===== src/rtl/core/xssp_pkg.sv =====
`timescale 1ns / 1ps
package xssp_pkg;

  localparam int unsigned BYTE_W   = 8;
  localparam int unsigned POS_W    = 3;
  localparam int unsigned APB_DW   = 32;
  localparam int unsigned APB_AW   = 3;

  // Register index, taken from paddr[2]
  localparam logic REG_META_WS = 1'b0;

  localparam logic [BYTE_W-1:0] CH_ZERO  = 8'h30;
  localparam logic [BYTE_W-1:0] CH_ONE   = 8'h31;
  localparam logic [BYTE_W-1:0] CH_SEMI  = 8'h3B;
  localparam logic [BYTE_W-1:0] CH_EQ    = 8'h3D;
  localparam logic [BYTE_W-1:0] CH_TAB   = 8'h09;
  localparam logic [BYTE_W-1:0] CH_SPACE = 8'h20;
  localparam logic [BYTE_W-1:0] CH_UC_A  = 8'h41;
  localparam logic [BYTE_W-1:0] CH_UC_Z  = 8'h5A;
  localparam logic [BYTE_W-1:0] CASE_OFS = 8'h20;

  localparam logic [POS_W-1:0] MODE_LEN  = 3'd4;
  localparam logic [POS_W-1:0] BLOCK_LEN = 3'd5;

  typedef enum logic [3:0] {
    PH_FIRST   = 4'd0,
    PH_ZERO    = 4'd1,
    PH_INVALID = 4'd2,
    PH_AFTER1  = 4'd3,
    PH_AFTERSC = 4'd4,
    PH_MODE    = 4'd5,
    PH_AFTERMD = 4'd6,
    PH_AFTEREQ = 4'd7,
    PH_BLOCK   = 4'd8,
    PH_DONE    = 4'd9
  } phase_t;

  typedef struct packed {
    logic meta_ws;
  } cfg_t;

  function automatic logic [BYTE_W-1:0] fold_case(input logic [BYTE_W-1:0] b);
    if (b >= CH_UC_A && b <= CH_UC_Z) begin
      return b + CASE_OFS;
    end
    return b;
  endfunction

  function automatic logic is_ws(input logic [BYTE_W-1:0] b, input logic meta);
    if (meta) begin
      return b <= CH_SPACE;
    end
    return (b == CH_TAB) || (b == CH_SPACE);
  endfunction

  function automatic logic [BYTE_W-1:0] mode_char(input logic [POS_W-1:0] p);
    logic [BYTE_W-1:0] c;
    case (p)
      3'd0:    c = 8'h6D; // m
      3'd1:    c = 8'h6F; // o
      3'd2:    c = 8'h64; // d
      3'd3:    c = 8'h65; // e
      default: c = 8'h00;
    endcase
    return c;
  endfunction

  function automatic logic [BYTE_W-1:0] block_char(input logic [POS_W-1:0] p);
    logic [BYTE_W-1:0] c;
    case (p)
      3'd0:    c = 8'h62; // b
      3'd1:    c = 8'h6C; // l
      3'd2:    c = 8'h6F; // o
      3'd3:    c = 8'h63; // c
      3'd4:    c = 8'h6B; // k
      default: c = 8'h00;
    endcase
    return c;
  endfunction

endpackage


===== src/rtl/core/xssp_in_if.sv =====
`timescale 1ns / 1ps
interface xssp_in_if;
  import xssp_pkg::*;
  logic              valid;
  logic              ready;
  logic [BYTE_W-1:0] header_byte;
  logic              last_byte;
  logic              header_absent;

  modport source (output valid, header_byte, last_byte, header_absent, input ready);
  modport sink   (input valid, header_byte, last_byte, header_absent, output ready);
endinterface


===== src/rtl/core/xssp_out_if.sv =====
`timescale 1ns / 1ps
interface xssp_out_if;
  logic valid;
  logic ready;
  logic filter_enabled;
  logic block_mode;

  modport source (output valid, filter_enabled, block_mode, input ready);
  modport sink   (input valid, filter_enabled, block_mode, output ready);
endinterface


===== src/rtl/core/xssp_cfg_regs.sv =====
`timescale 1ns / 1ps
module xssp_cfg_regs
  import xssp_pkg::*;
(
  input  logic              clk,
  input  logic              rst_n,
  input  logic              psel,
  input  logic              penable,
  input  logic              pwrite,
  input  logic [APB_AW-1:0] paddr,
  input  logic [APB_DW-1:0] pwdata,
  output logic [APB_DW-1:0] prdata,
  output logic              pready,
  output cfg_t              cfg
);

  logic meta_ws_r;
  logic meta_ws_nxt;
  logic wr_en;

  assign pready = 1'b1;
  assign wr_en  = psel && penable && pwrite && (paddr[2] == REG_META_WS);

  always_comb begin
    meta_ws_nxt = meta_ws_r;
    if (wr_en) begin
      meta_ws_nxt = pwdata[0];
    end
  end

  always_ff @(posedge clk) begin
    if (!rst_n) begin
      meta_ws_r <= 1'b0;
    end else begin
      meta_ws_r <= meta_ws_nxt;
    end
  end

  always_comb begin
    prdata = '0;
    if (paddr[2] == REG_META_WS) begin
      prdata = {{(APB_DW-1){1'b0}}, meta_ws_r};
    end
  end

  assign cfg.meta_ws = meta_ws_r;

endmodule


===== src/rtl/core/xssp_parser.sv =====
`timescale 1ns / 1ps
module xssp_parser
  import xssp_pkg::*;
(
  input  logic   clk,
  input  logic   rst_n,
  input  cfg_t   cfg,
  xssp_in_if.sink    in_ch,
  xssp_out_if.source out_ch
);

  phase_t            phase_r, phase_nxt, phase_adv;
  logic [POS_W-1:0]  pos_r, pos_nxt, pos_adv;
  logic              out_valid_r, out_valid_nxt;
  logic              filt_r, filt_nxt;
  logic              blk_r, blk_nxt;
  logic              acc;
  logic [BYTE_W-1:0] c;
  logic              ws;

  assign in_ch.ready = !out_valid_r || out_ch.ready;
  assign acc         = in_ch.valid && in_ch.ready;
  assign c           = fold_case(in_ch.header_byte);
  assign ws          = is_ws(in_ch.header_byte, cfg.meta_ws);

  // one-byte step of the phase machine
  always_comb begin
    phase_adv = phase_r;
    pos_adv   = pos_r;
    case (phase_r)
      PH_FIRST: begin
        if (in_ch.header_byte == CH_ZERO) phase_adv = PH_ZERO;
        else if (in_ch.header_byte == CH_ONE) phase_adv = PH_AFTER1;
        else phase_adv = PH_INVALID;
      end
      PH_ZERO: begin
        phase_adv = PH_ZERO;
      end
      PH_AFTER1: begin
        if (in_ch.header_byte == CH_SEMI) phase_adv = PH_AFTERSC;
        else if (!ws) phase_adv = PH_INVALID;
      end
      PH_AFTERSC: begin
        if (c == mode_char('0)) begin
          phase_adv = PH_MODE;
          pos_adv   = 3'd1;
        end else if (!ws) begin
          phase_adv = PH_INVALID;
        end
      end
      PH_MODE: begin
        if (pos_r < MODE_LEN && c == mode_char(pos_r)) begin
          pos_adv = pos_r + 3'd1;
          if (pos_adv == MODE_LEN) begin
            phase_adv = PH_AFTERMD;
            pos_adv   = '0;
          end
        end else begin
          phase_adv = PH_INVALID;
        end
      end
      PH_AFTERMD: begin
        if (in_ch.header_byte == CH_EQ) phase_adv = PH_AFTEREQ;
        else if (!ws) phase_adv = PH_INVALID;
      end
      PH_AFTEREQ: begin
        if (c == block_char('0)) begin
          phase_adv = PH_BLOCK;
          pos_adv   = 3'd1;
        end else if (!ws) begin
          phase_adv = PH_INVALID;
        end
      end
      PH_BLOCK: begin
        if (pos_r < BLOCK_LEN && c == block_char(pos_r)) begin
          pos_adv = pos_r + 3'd1;
          if (pos_adv == BLOCK_LEN) begin
            phase_adv = PH_DONE;
            pos_adv   = '0;
          end
        end else begin
          phase_adv = PH_INVALID;
        end
      end
      default: begin
        phase_adv = PH_INVALID;
      end
    endcase
    if (phase_adv == PH_INVALID || phase_adv == PH_ZERO) begin
      pos_adv = '0;
    end
  end

  always_comb begin
    phase_nxt     = phase_r;
    pos_nxt       = pos_r;
    out_valid_nxt = out_valid_r && !out_ch.ready;
    filt_nxt      = filt_r;
    blk_nxt       = blk_r;
    if (acc) begin
      if (in_ch.header_absent) begin
        phase_nxt     = PH_FIRST;
        pos_nxt       = '0;
        out_valid_nxt = 1'b1;
        filt_nxt      = 1'b1;
        blk_nxt       = 1'b0;
      end else if (in_ch.last_byte) begin
        phase_nxt     = PH_FIRST;
        pos_nxt       = '0;
        out_valid_nxt = 1'b1;
        filt_nxt      = (phase_adv != PH_ZERO);
        blk_nxt       = (phase_adv == PH_DONE);
      end else begin
        phase_nxt = phase_adv;
        pos_nxt   = pos_adv;
      end
    end
  end

  always_ff @(posedge clk) begin
    if (!rst_n) begin
      phase_r     <= PH_FIRST;
      pos_r       <= '0;
      out_valid_r <= 1'b0;
    end else begin
      phase_r     <= phase_nxt;
      pos_r       <= pos_nxt;
      out_valid_r <= out_valid_nxt;
    end
  end

  always_ff @(posedge clk) begin
    filt_r <= filt_nxt;
    blk_r  <= blk_nxt;
  end

  assign out_ch.valid          = out_valid_r;
  assign out_ch.filter_enabled = filt_r;
  assign out_ch.block_mode     = blk_r;

endmodule


===== src/rtl/core/xss_protection_header_parser.sv =====
`timescale 1ns / 1ps
// Output: a result word appears in the cycle after the word that ends a header
// (last byte or absent mark) is accepted. Throughput: one input word per cycle
// unless an untaken result holds ready low; the phase update is one case step
// and the output register reloads in the cycle its old result is taken.
// Reset (rst_n low, synchronous): phase back to first byte, output empty,
// meta_whitespace cleared.
module xss_protection_header_parser
  import xssp_pkg::*;
(
  input  logic              clk,
  input  logic              rst_n,
  xssp_in_if.sink           in_ch,
  xssp_out_if.source        out_ch,
  input  logic              psel,
  input  logic              penable,
  input  logic              pwrite,
  input  logic [APB_AW-1:0] paddr,
  input  logic [APB_DW-1:0] pwdata,
  output logic [APB_DW-1:0] prdata,
  output logic              pready
);

  // configuration: register 0 at byte address 0
  cfg_t cfg;

  xssp_cfg_regs u_cfg (
    .clk     (clk),
    .rst_n   (rst_n),
    .psel    (psel),
    .penable (penable),
    .pwrite  (pwrite),
    .paddr   (paddr),
    .pwdata  (pwdata),
    .prdata  (prdata),
    .pready  (pready),
    .cfg     (cfg)
  );

  // phase machine plus result register; words with no result just move the
  // phase, the header-ending word loads the flags
  xssp_parser u_parser (
    .clk    (clk),
    .rst_n  (rst_n),
    .cfg    (cfg),
    .in_ch  (in_ch),
    .out_ch (out_ch)
  );

endmodule


===== src/flat_wrapper.sv =====
// flat-port wrapper written by rule: the top's interface ports become plain ports
module xss_protection_header_parser_flat import xssp_pkg::*;
  (clk, rst_n, psel, penable, pwrite, paddr, pwdata, prdata, pready, in_ch_valid, in_ch_header_byte, in_ch_last_byte, in_ch_header_absent, in_ch_ready, out_ch_valid, out_ch_filter_enabled, out_ch_block_mode, out_ch_ready);
  xssp_in_if in_ch_i ();
  xssp_out_if out_ch_i ();
  input  logic clk;
  input  logic rst_n;
  input  logic psel;
  input  logic penable;
  input  logic pwrite;
  input  logic [APB_AW-1:0] paddr;
  input  logic [APB_DW-1:0] pwdata;
  output logic [APB_DW-1:0] prdata;
  output logic pready;
  input wire logic [$bits(in_ch_i.valid)-1:0] in_ch_valid;
  input wire logic [$bits(in_ch_i.header_byte)-1:0] in_ch_header_byte;
  input wire logic [$bits(in_ch_i.last_byte)-1:0] in_ch_last_byte;
  input wire logic [$bits(in_ch_i.header_absent)-1:0] in_ch_header_absent;
  output wire logic [$bits(in_ch_i.ready)-1:0] in_ch_ready;
  output wire logic [$bits(out_ch_i.valid)-1:0] out_ch_valid;
  output wire logic [$bits(out_ch_i.filter_enabled)-1:0] out_ch_filter_enabled;
  output wire logic [$bits(out_ch_i.block_mode)-1:0] out_ch_block_mode;
  input wire logic [$bits(out_ch_i.ready)-1:0] out_ch_ready;
  assign in_ch_i.valid = in_ch_valid;
  assign in_ch_i.header_byte = in_ch_header_byte;
  assign in_ch_i.last_byte = in_ch_last_byte;
  assign in_ch_i.header_absent = in_ch_header_absent;
  assign in_ch_ready = in_ch_i.ready;
  assign out_ch_valid = out_ch_i.valid;
  assign out_ch_filter_enabled = out_ch_i.filter_enabled;
  assign out_ch_block_mode = out_ch_i.block_mode;
  assign out_ch_i.ready = out_ch_ready;
  xss_protection_header_parser u_core (.clk(clk), .rst_n(rst_n), .in_ch(in_ch_i), .out_ch(out_ch_i), .psel(psel), .penable(penable), .pwrite(pwrite), .paddr(paddr), .pwdata(pwdata), .prdata(prdata), .pready(pready));
endmodule

===== config.mk =====
export PLATFORM = sky130hd
export DESIGN_NAME = xss_protection_header_parser_flat
export DESIGN_NICKNAME = d
export VERILOG_FILES = /design/src/rtl/core/xssp_pkg.sv /design/src/rtl/core/xssp_in_if.sv /design/src/rtl/core/xssp_out_if.sv /design/src/rtl/core/xssp_cfg_regs.sv /design/src/rtl/core/xssp_parser.sv /design/src/rtl/core/xss_protection_header_parser.sv /design/src/flat_wrapper.sv
export SDC_FILE = /design/constraint.sdc
export NUM_CORES = 1
export LEC_CHECK = 0
export BUFFER_PORTS_ARGS = -buffer_cell sky130_fd_sc_hd__buf_2
export CAP_MARGIN = 40
export CELL_PAD_IN_SITES_DETAIL_PLACEMENT = 1
export CELL_PAD_IN_SITES_GLOBAL_PLACEMENT = 1
export CORE_ASPECT_RATIO = 0.8
export CORE_MARGIN = 1
export CORE_UTILIZATION = 29
export CTS_CLUSTER_DIAMETER = 50
export DETAILED_ROUTE_END_ITERATION = 12
export PLACE_DENSITY = 0.86
export SYNTH_ARGS = -nofsm -noshare
export SYNTH_HDL_FRONTEND = slang
export SYNTH_SLANG_ARGS = --single-unit

===== constraint.sdc =====
create_clock -name clk -period 3.1 [get_ports clk]
set_clock_uncertainty 0.2 [all_clocks]
set_input_delay 0.62 -clock clk [delete_from_list [all_inputs] [get_ports clk]]
set_output_delay 0.62 -clock clk [all_outputs]
set_load 0.01 [all_outputs]

# Yosys cells after proc, flatten, opt, wreduce, memory -nomap -nowiden
# Cells that the tools add are included.
dict set report word_totals {
  regBits 11
  latchBits 0
  mem_bits_rw 0
  rom_bits 0
  output_inout_bits 37
  wordCells 104
  n_memories 0
}
dict set report op_classes {
  n_addsub 2
  n_mul 0
  div_mod_pow 0
  n_lt_le_gt_ge 5
  n_eq_ne 31
  shifts 0
  muxes 40
  bitwise_logic 1
  reduce_logical 19
}
# op count
set ops {}
lappend ops {{2-to-1 mux 4 bit} 11}
lappend ops {{equality test 8 x 6 -> 1 bit (second input constant)} 5}
lappend ops {{case mux 7 bit (5 select lines)} 1}
lappend ops {{2-to-1 mux 8 bit} 4}
lappend ops {{case mux 4 bit (8 select lines)} 1}
lappend ops {{case mux 7 bit (4 select lines)} 1}
lappend ops {{2-to-1 mux 3 bit} 9}
lappend ops {{!= test 5 bit (second input constant)} 4}
lappend ops {{equality test 4 x 3 -> 1 bit (second input constant)} 4}
lappend ops {{equality test 8 x 7 -> 1 bit (second input constant)} 2}
lappend ops {{equality test 8 bit} 2}
lappend ops {{case mux 3 bit (4 select lines)} 1}
lappend ops {{2-to-1 mux 1 bit} 11}
lappend ops {{equality test 3 bit (second input constant)} 3}
lappend ops {{adder 8 x 6 -> 8 bit (second input constant)} 1}
lappend ops {{equality test 4 x 1 -> 1 bit (second input constant)} 2}
lappend ops {{equality test 4 x 2 -> 1 bit (second input constant)} 2}
lappend ops {{equality test 4 bit (second input constant)} 2}
lappend ops {{equality test 8 x 4 -> 1 bit (second input constant)} 1}
lappend ops {{>= comparator 8 x 7 -> 1 bit (second input constant)} 1}
lappend ops {{less-or-equal comparator 8 x 6 -> 1 bit (second input constant)} 1}
lappend ops {{less-or-equal comparator 8 x 7 -> 1 bit (second input constant)} 1}
lappend ops {{logical AND 1 bit} 8}
lappend ops {{nonzero test 7 bit} 1}
lappend ops {{14 further kinds} 19}

# Depth between registers and ports, before layout
dict set report depth {
  ltp_word 13
  depth_mapped 11
  ltp_nobuf 10
}

# By module
# A second synthesis with hierarchy kept.
dict set report unflattened {
  cells_unflattened 249
  area_unflattened_um2 1816.7
}
# mod instances cells_each area_per_inst_um2
set modules_own_cells {}
lappend modules_own_cells {xssp_parser 1 209 1501.4}
lappend modules_own_cells {xssp_cfg_regs 1 40 315.3}

# Worst setup path before layout
# Ideal clock, no wire load.
dict set report synth_timing {
  path_kind {register to register}
  start {register u_core.u_parser.pos_r[2]}
  end {register u_core.u_parser.filt_r (netlist: u_core.u_parser.out_ch.filter_enabled) (data pin)}
  setup_ps 265
  t_arrival_ps 2725
  t_required_ps 2635
  path_slack_ps -91
  stages_incl_launch_ff 10
  path_buffers 0
  synth_period_minus_slack_ps 3191
  path_cell_list {dfxtp_1 > inv_1 > ha_1 > or3_1 > a2111oi_2 > o211ai_1 > o31ai_1 > nand4b_1 > nand2b_1 > or3_1}
}
dict set report synth_via {
  elab_chain_cells 9
  word_cells_on_any_way 25
  classes_between {1 x add/sub; 2 x order compare; 9 x eq/ne; 10 x mux; 3 x reduce/logical}
}
# element line_no
set synth_rtl {}
lappend synth_rtl {{start: declaration} xssp_parser.sv:13} ;# logic [POS_W-1:0] pos_r, pos_nxt, pos_adv;
lappend synth_rtl {{start signal: assignment} xssp_parser.sv:127} ;# pos_r <= pos_nxt;
lappend synth_rtl {{equality test 3 bit, or another cell as far along} xssp_pkg.sv:70} ;# case (p)
lappend synth_rtl {{case mux 7 bit (5 select lines) or case mux 7 bit (4 select lines) (tied branches)} {xssp_pkg.sv:70, xssp_pkg.sv:58}}
lappend synth_rtl {{2-to-1 mux 8 bit} xssp_parser.sv:30} ;# case (phase_r)
lappend synth_rtl {{equality test 8 bit, on equally long branches} {xssp_parser.sv:75, xssp_parser.sv:52}}
lappend synth_rtl {{logical AND 1 bit, on equally long branches} {xssp_parser.sv:75, xssp_parser.sv:52}}
lappend synth_rtl {{2-to-1 mux 4 bit, on equally long branches} {xssp_parser.sv:75, xssp_parser.sv:52}}
lappend synth_rtl {{case mux 4 bit (8 select lines) (*)} xssp_parser.sv:30}
lappend synth_rtl {{!= test 4 x 1 -> 1 bit (*)} xssp_parser.sv:111} ;# filt_nxt = (phase_adv != PH_ZERO);
lappend synth_rtl {{2-to-1 mux 1 bit (*)} xssp_parser.sv:107} ;# end else if (in_ch.last_byte) begin
lappend synth_rtl {{end signal: assignment} xssp_parser.sv:133} ;# filt_r <= filt_nxt;
lappend synth_rtl {{end: declaration} xssp_parser.sv:15} ;# logic filt_r, filt_nxt;
# Mark *: on every way between the ends. The rest lies on a longest branch, timed or not. The select of a mux whose other input is x is not followed.
# A chain may end at the register's enable or synchronous reset.

# Worst setup path in the final report
dict set report layout_timing {
  start {register u_core.u_parser.pos_r[0]}
  end {register u_core.u_parser.filt_r (netlist: u_core.u_parser.out_ch.filter_enabled) (data pin)}
}
# The elaborated chain is that of the path after synthesis.

==> qor.csv <==
stage,metric,value,unit
run_status,status,"finished, final reports clean",
synthesis,most frequent cell after synthesis,buf_4,
pwr,Max VDD drop,129.3,uV
detailed_routing,total wire length,5.375,mm
global_routing,GRT overflow,0,
placement,port buffer count,23,
run,Max Cap Viol,0,
timing,setup tns final,0,ps
timing,Final Hold Fails,0,
clocking,root buffer cell,clkbuf_8,
worst_setup_path,"critical path fanouts, max",4,
synthesis,Synth warnings,0,
timing,Worst slew margin,65.86,%
pwr,Reg power frac,35.8,%
clocking,Max Buffers Root-to-Sink,2,
synthesis,Yosys top cell area share,13.63,%
clocking,CTS tree,done,
detailed_routing,Vias,1841,
detailed_routing,drt wl/cell,14.65,um
die,die extent in x,89.17,um
detailed_routing,DR vias/cell,5.016,
detailed_routing,drt drc,0,
synthesis,Netlist cell types,60,
worst_setup_path,CP Capture Type,flop,
pwr,pwr dens,182.0,nW/um^2
cells_and_area,Syn-to-layout area delta,29.10,%
clocking,H-tree depth,1,
global_routing,first-pass GRT wire length,8.514,mm
clocking,post-cts hold buffer count,0,
timing,RSZ-0062 raised after global routing,true,
timing,"Setup violations, final",0,
timing,top achievable clock speed,327.0,MHz
timing,worst-margin pin slew,505.1,ps
synthesis,most used flip-flop cell after synthesis,dfxtp_1,
synthesis,most common library cells after synthesis,"buf_4, nor2_1, nand2_1, nor2b_1",
synthesis,Post-Syn Instances,234,
clocking,clk_lat worst skew,240,ps
timing,worst hold slack,349.5,ps
clocking,CTS Buf Count,3,
pwr,switching power,0.1331,mW
pwr,Sw Ratio,32.14,%
placement,GP Congestion,0.8580,
detailed_routing,Initial DRT Pass Iterations,5,
worst_setup_path,crit-path most repeated cell,or3_1,
worst_setup_path,Crit path buffers/inverters,1,
timing,fin crit share,98.64,%
timing,Setup WS post-layout,42.09,ps
worst_setup_path,worst endpoint required time,2890,ps
pwr,Comb pwr share,28.9,%
synthesis,top post-synthesis cells by area,"buf_4, dfxtp_1, ha_1",
worst_setup_path,Setup Crit Path Kind,flop to flop,
global_routing,GRT Total Usage,16.87,%
die,FP Rows,25,
clocking,Sink Count,11,
cells_and_area,n_diodes,0,
pwr,Clock power frac,35.3,%
global_routing,number of global-route vias before repair,1814,
worst_setup_path,CP peak stage delay,410,ps
die,Starting Density,29.98,%
detailed_routing,Iter 0 DRT Violations,81,
placement,Inst Count DP,361,
global_routing,largest net degree at the start of global routing,13,
worst_setup_path,CP max-delay cell,a221o_1,
synthesis,sequential cell area fraction in the yosys report,13.63,%
worst_setup_path,crit path launch type,flop,
die,Die Footprint,6397,um^2
synthesis,cell area after synthesis,1763,um^2
timing,min cycle time layout,3058,ps
worst_setup_path,CP top delay family,simple AND/OR/NAND/NOR gates,
placement,hpwl dp,4.159,mm
pwr,cell leakage power,0.9356,nW
cells_and_area,Final nets,348,
die,Core Area,5881,um^2
worst_setup_path,worst path arrival time,2840,ps
cells_and_area,Final Core Density,38.70,%
global_routing,antenna violations before repair,0,
pwr,Internal,0.2811,mW
die,Die H,71.74,um
worst_setup_path,CP Cell Sequence,"inv_6, ha_4, mux2_4, or3_1, a221o_1, nor4_4, and3b_1, or2_4, nand2b_4, or3_1",
cells_and_area,non-filler instance count after layout,367,
synthesis,number of synthesized flops with an enable pin,2,
cells_and_area,share of post-route cells with drive strength above 1,31.12,%
synthesis,async set or reset register ratio after synthesis,0,%
detailed_routing,number of nets still failing antenna checks after routing,0,
placement,"worst slack, placed",-108.3,ps
min_path,Hold Path Class,flop to flop,
clocking,clock transition at the registers of the reported paths,50,ps
synthesis,post-synth top area cell,buf_4,
die,IO Pins,89,
synthesis,Avg Inst Size Synth,7.534,um^2
timing,Final Max Slew Viols,0,
synthesis,Seq cells post-synth,11,
## cell type report
class	instances	area, um^2
tap	81	101.3
sequential	11	249.0
fill	765	3605
inverter	9	41.29
timing repair buffer	59	385.4
multi-input combinational	203	1454
clock buffer	4	45.04
## power by group through the flow
stage          sequential, mW  clock (mW)  combinational (mW)
4_1_cts                 0.150       0.152               0.113
2_1_floorplan           0.152           0              0.0979
6_report                0.148       0.146               0.120
3_3_place_gp            0.153           0               0.108
5_1_grt                 0.149       0.157               0.131
3_5_place_dp            0.153           0               0.112
## cell usage in the layout (no fill, tap or decap), drive strengths merged, types with 5 or more instances in the layout
cell type / count
or3: 5
conb: 32
nor2: 19
nand2b: 8
nor2b: 11
o211ai: 6
o21ai: 6
ha: 9
buf: 59
a21oi: 8
dfxtp: 9
nand2: 11
nor3: 9
nand4b: 5
inv: 9
## flip-flops by register name, indices dropped and copies added, names as in the netlist
signal / count
u_core.u_cfg.cfg: 1
u_core.u_parser.out_ch.valid: 1
u_core.u_parser.out_ch.filter_enabled: 1
u_core.u_parser.pos_r: 3
u_core.u_parser.phase_r: 4
u_core.u_parser.out_ch.block_mode: 1
## routing by layer
layer  GRT usage, %  routed length (um)  vias to the layer above
met2          29.43                2777                       32
met4          2.646                  23                        0
li1               -                   -                      909
met1          21.35                2359                      896
met5              0                   0                        -
met3          4.032                 213                        4
## tightest hold or removal path, delay by kind of cell (launching register included)
family | cells | cell delay (ps)
flip-flops | 1 | 310
AO/OA/AOI/OAI | 1 | 90
AND/OR/NAND/NOR | 1 | 100
## repair_timing
action | 4_1_cts | 5_1_grt
endpoints found under the setup margin | 5 | 7
gates resized for setup | 6 | 20
setup buffers | 1 | 1
pin swaps | 9 | 9
## final timing paths
kind | startpoint | to | slack (ps) | cells after the start
max | u_core.u_parser.pos_r[0] | u_core.u_parser.out_ch.filter_enabled | 40 | 10
min | u_core.u_parser.out_ch.valid | u_core.u_parser.out_ch.valid | 350 | 2
max reg2reg | u_core.u_parser.pos_r[0] | u_core.u_parser.out_ch.filter_enabled | 40 | 10
min reg2reg | u_core.u_parser.out_ch.valid | u_core.u_parser.out_ch.valid | 350 | 2
## metrics by stage
step | cell area, um^2 | total power [mW]
2_1_floorplan | 1884 | 0.2503
3_3_place_gp | 2077 | 0.2610
3_5_place_dp | 2077 | 0.2652
4_1_cts | 2158 | 0.4145
5_1_grt | 2276 | 0.4365
6_report | 2276 | 0.4142
## logic make-up (layout without fill, tap and decap cells)
family	after synthesis	count (layout)	synth area share, %
compound gates	55	55	23.49
fa+ha+maj	9	9	6.388
mux	4	4	2.555
buf+inv	50	72	17.74
xor+xnor	3	3	1.491
flops	11	11	13.63
simple gates	100	100	34.28
other cells	2	32	0.4260
No activity file was read; power rests on OpenSTA's default activity.
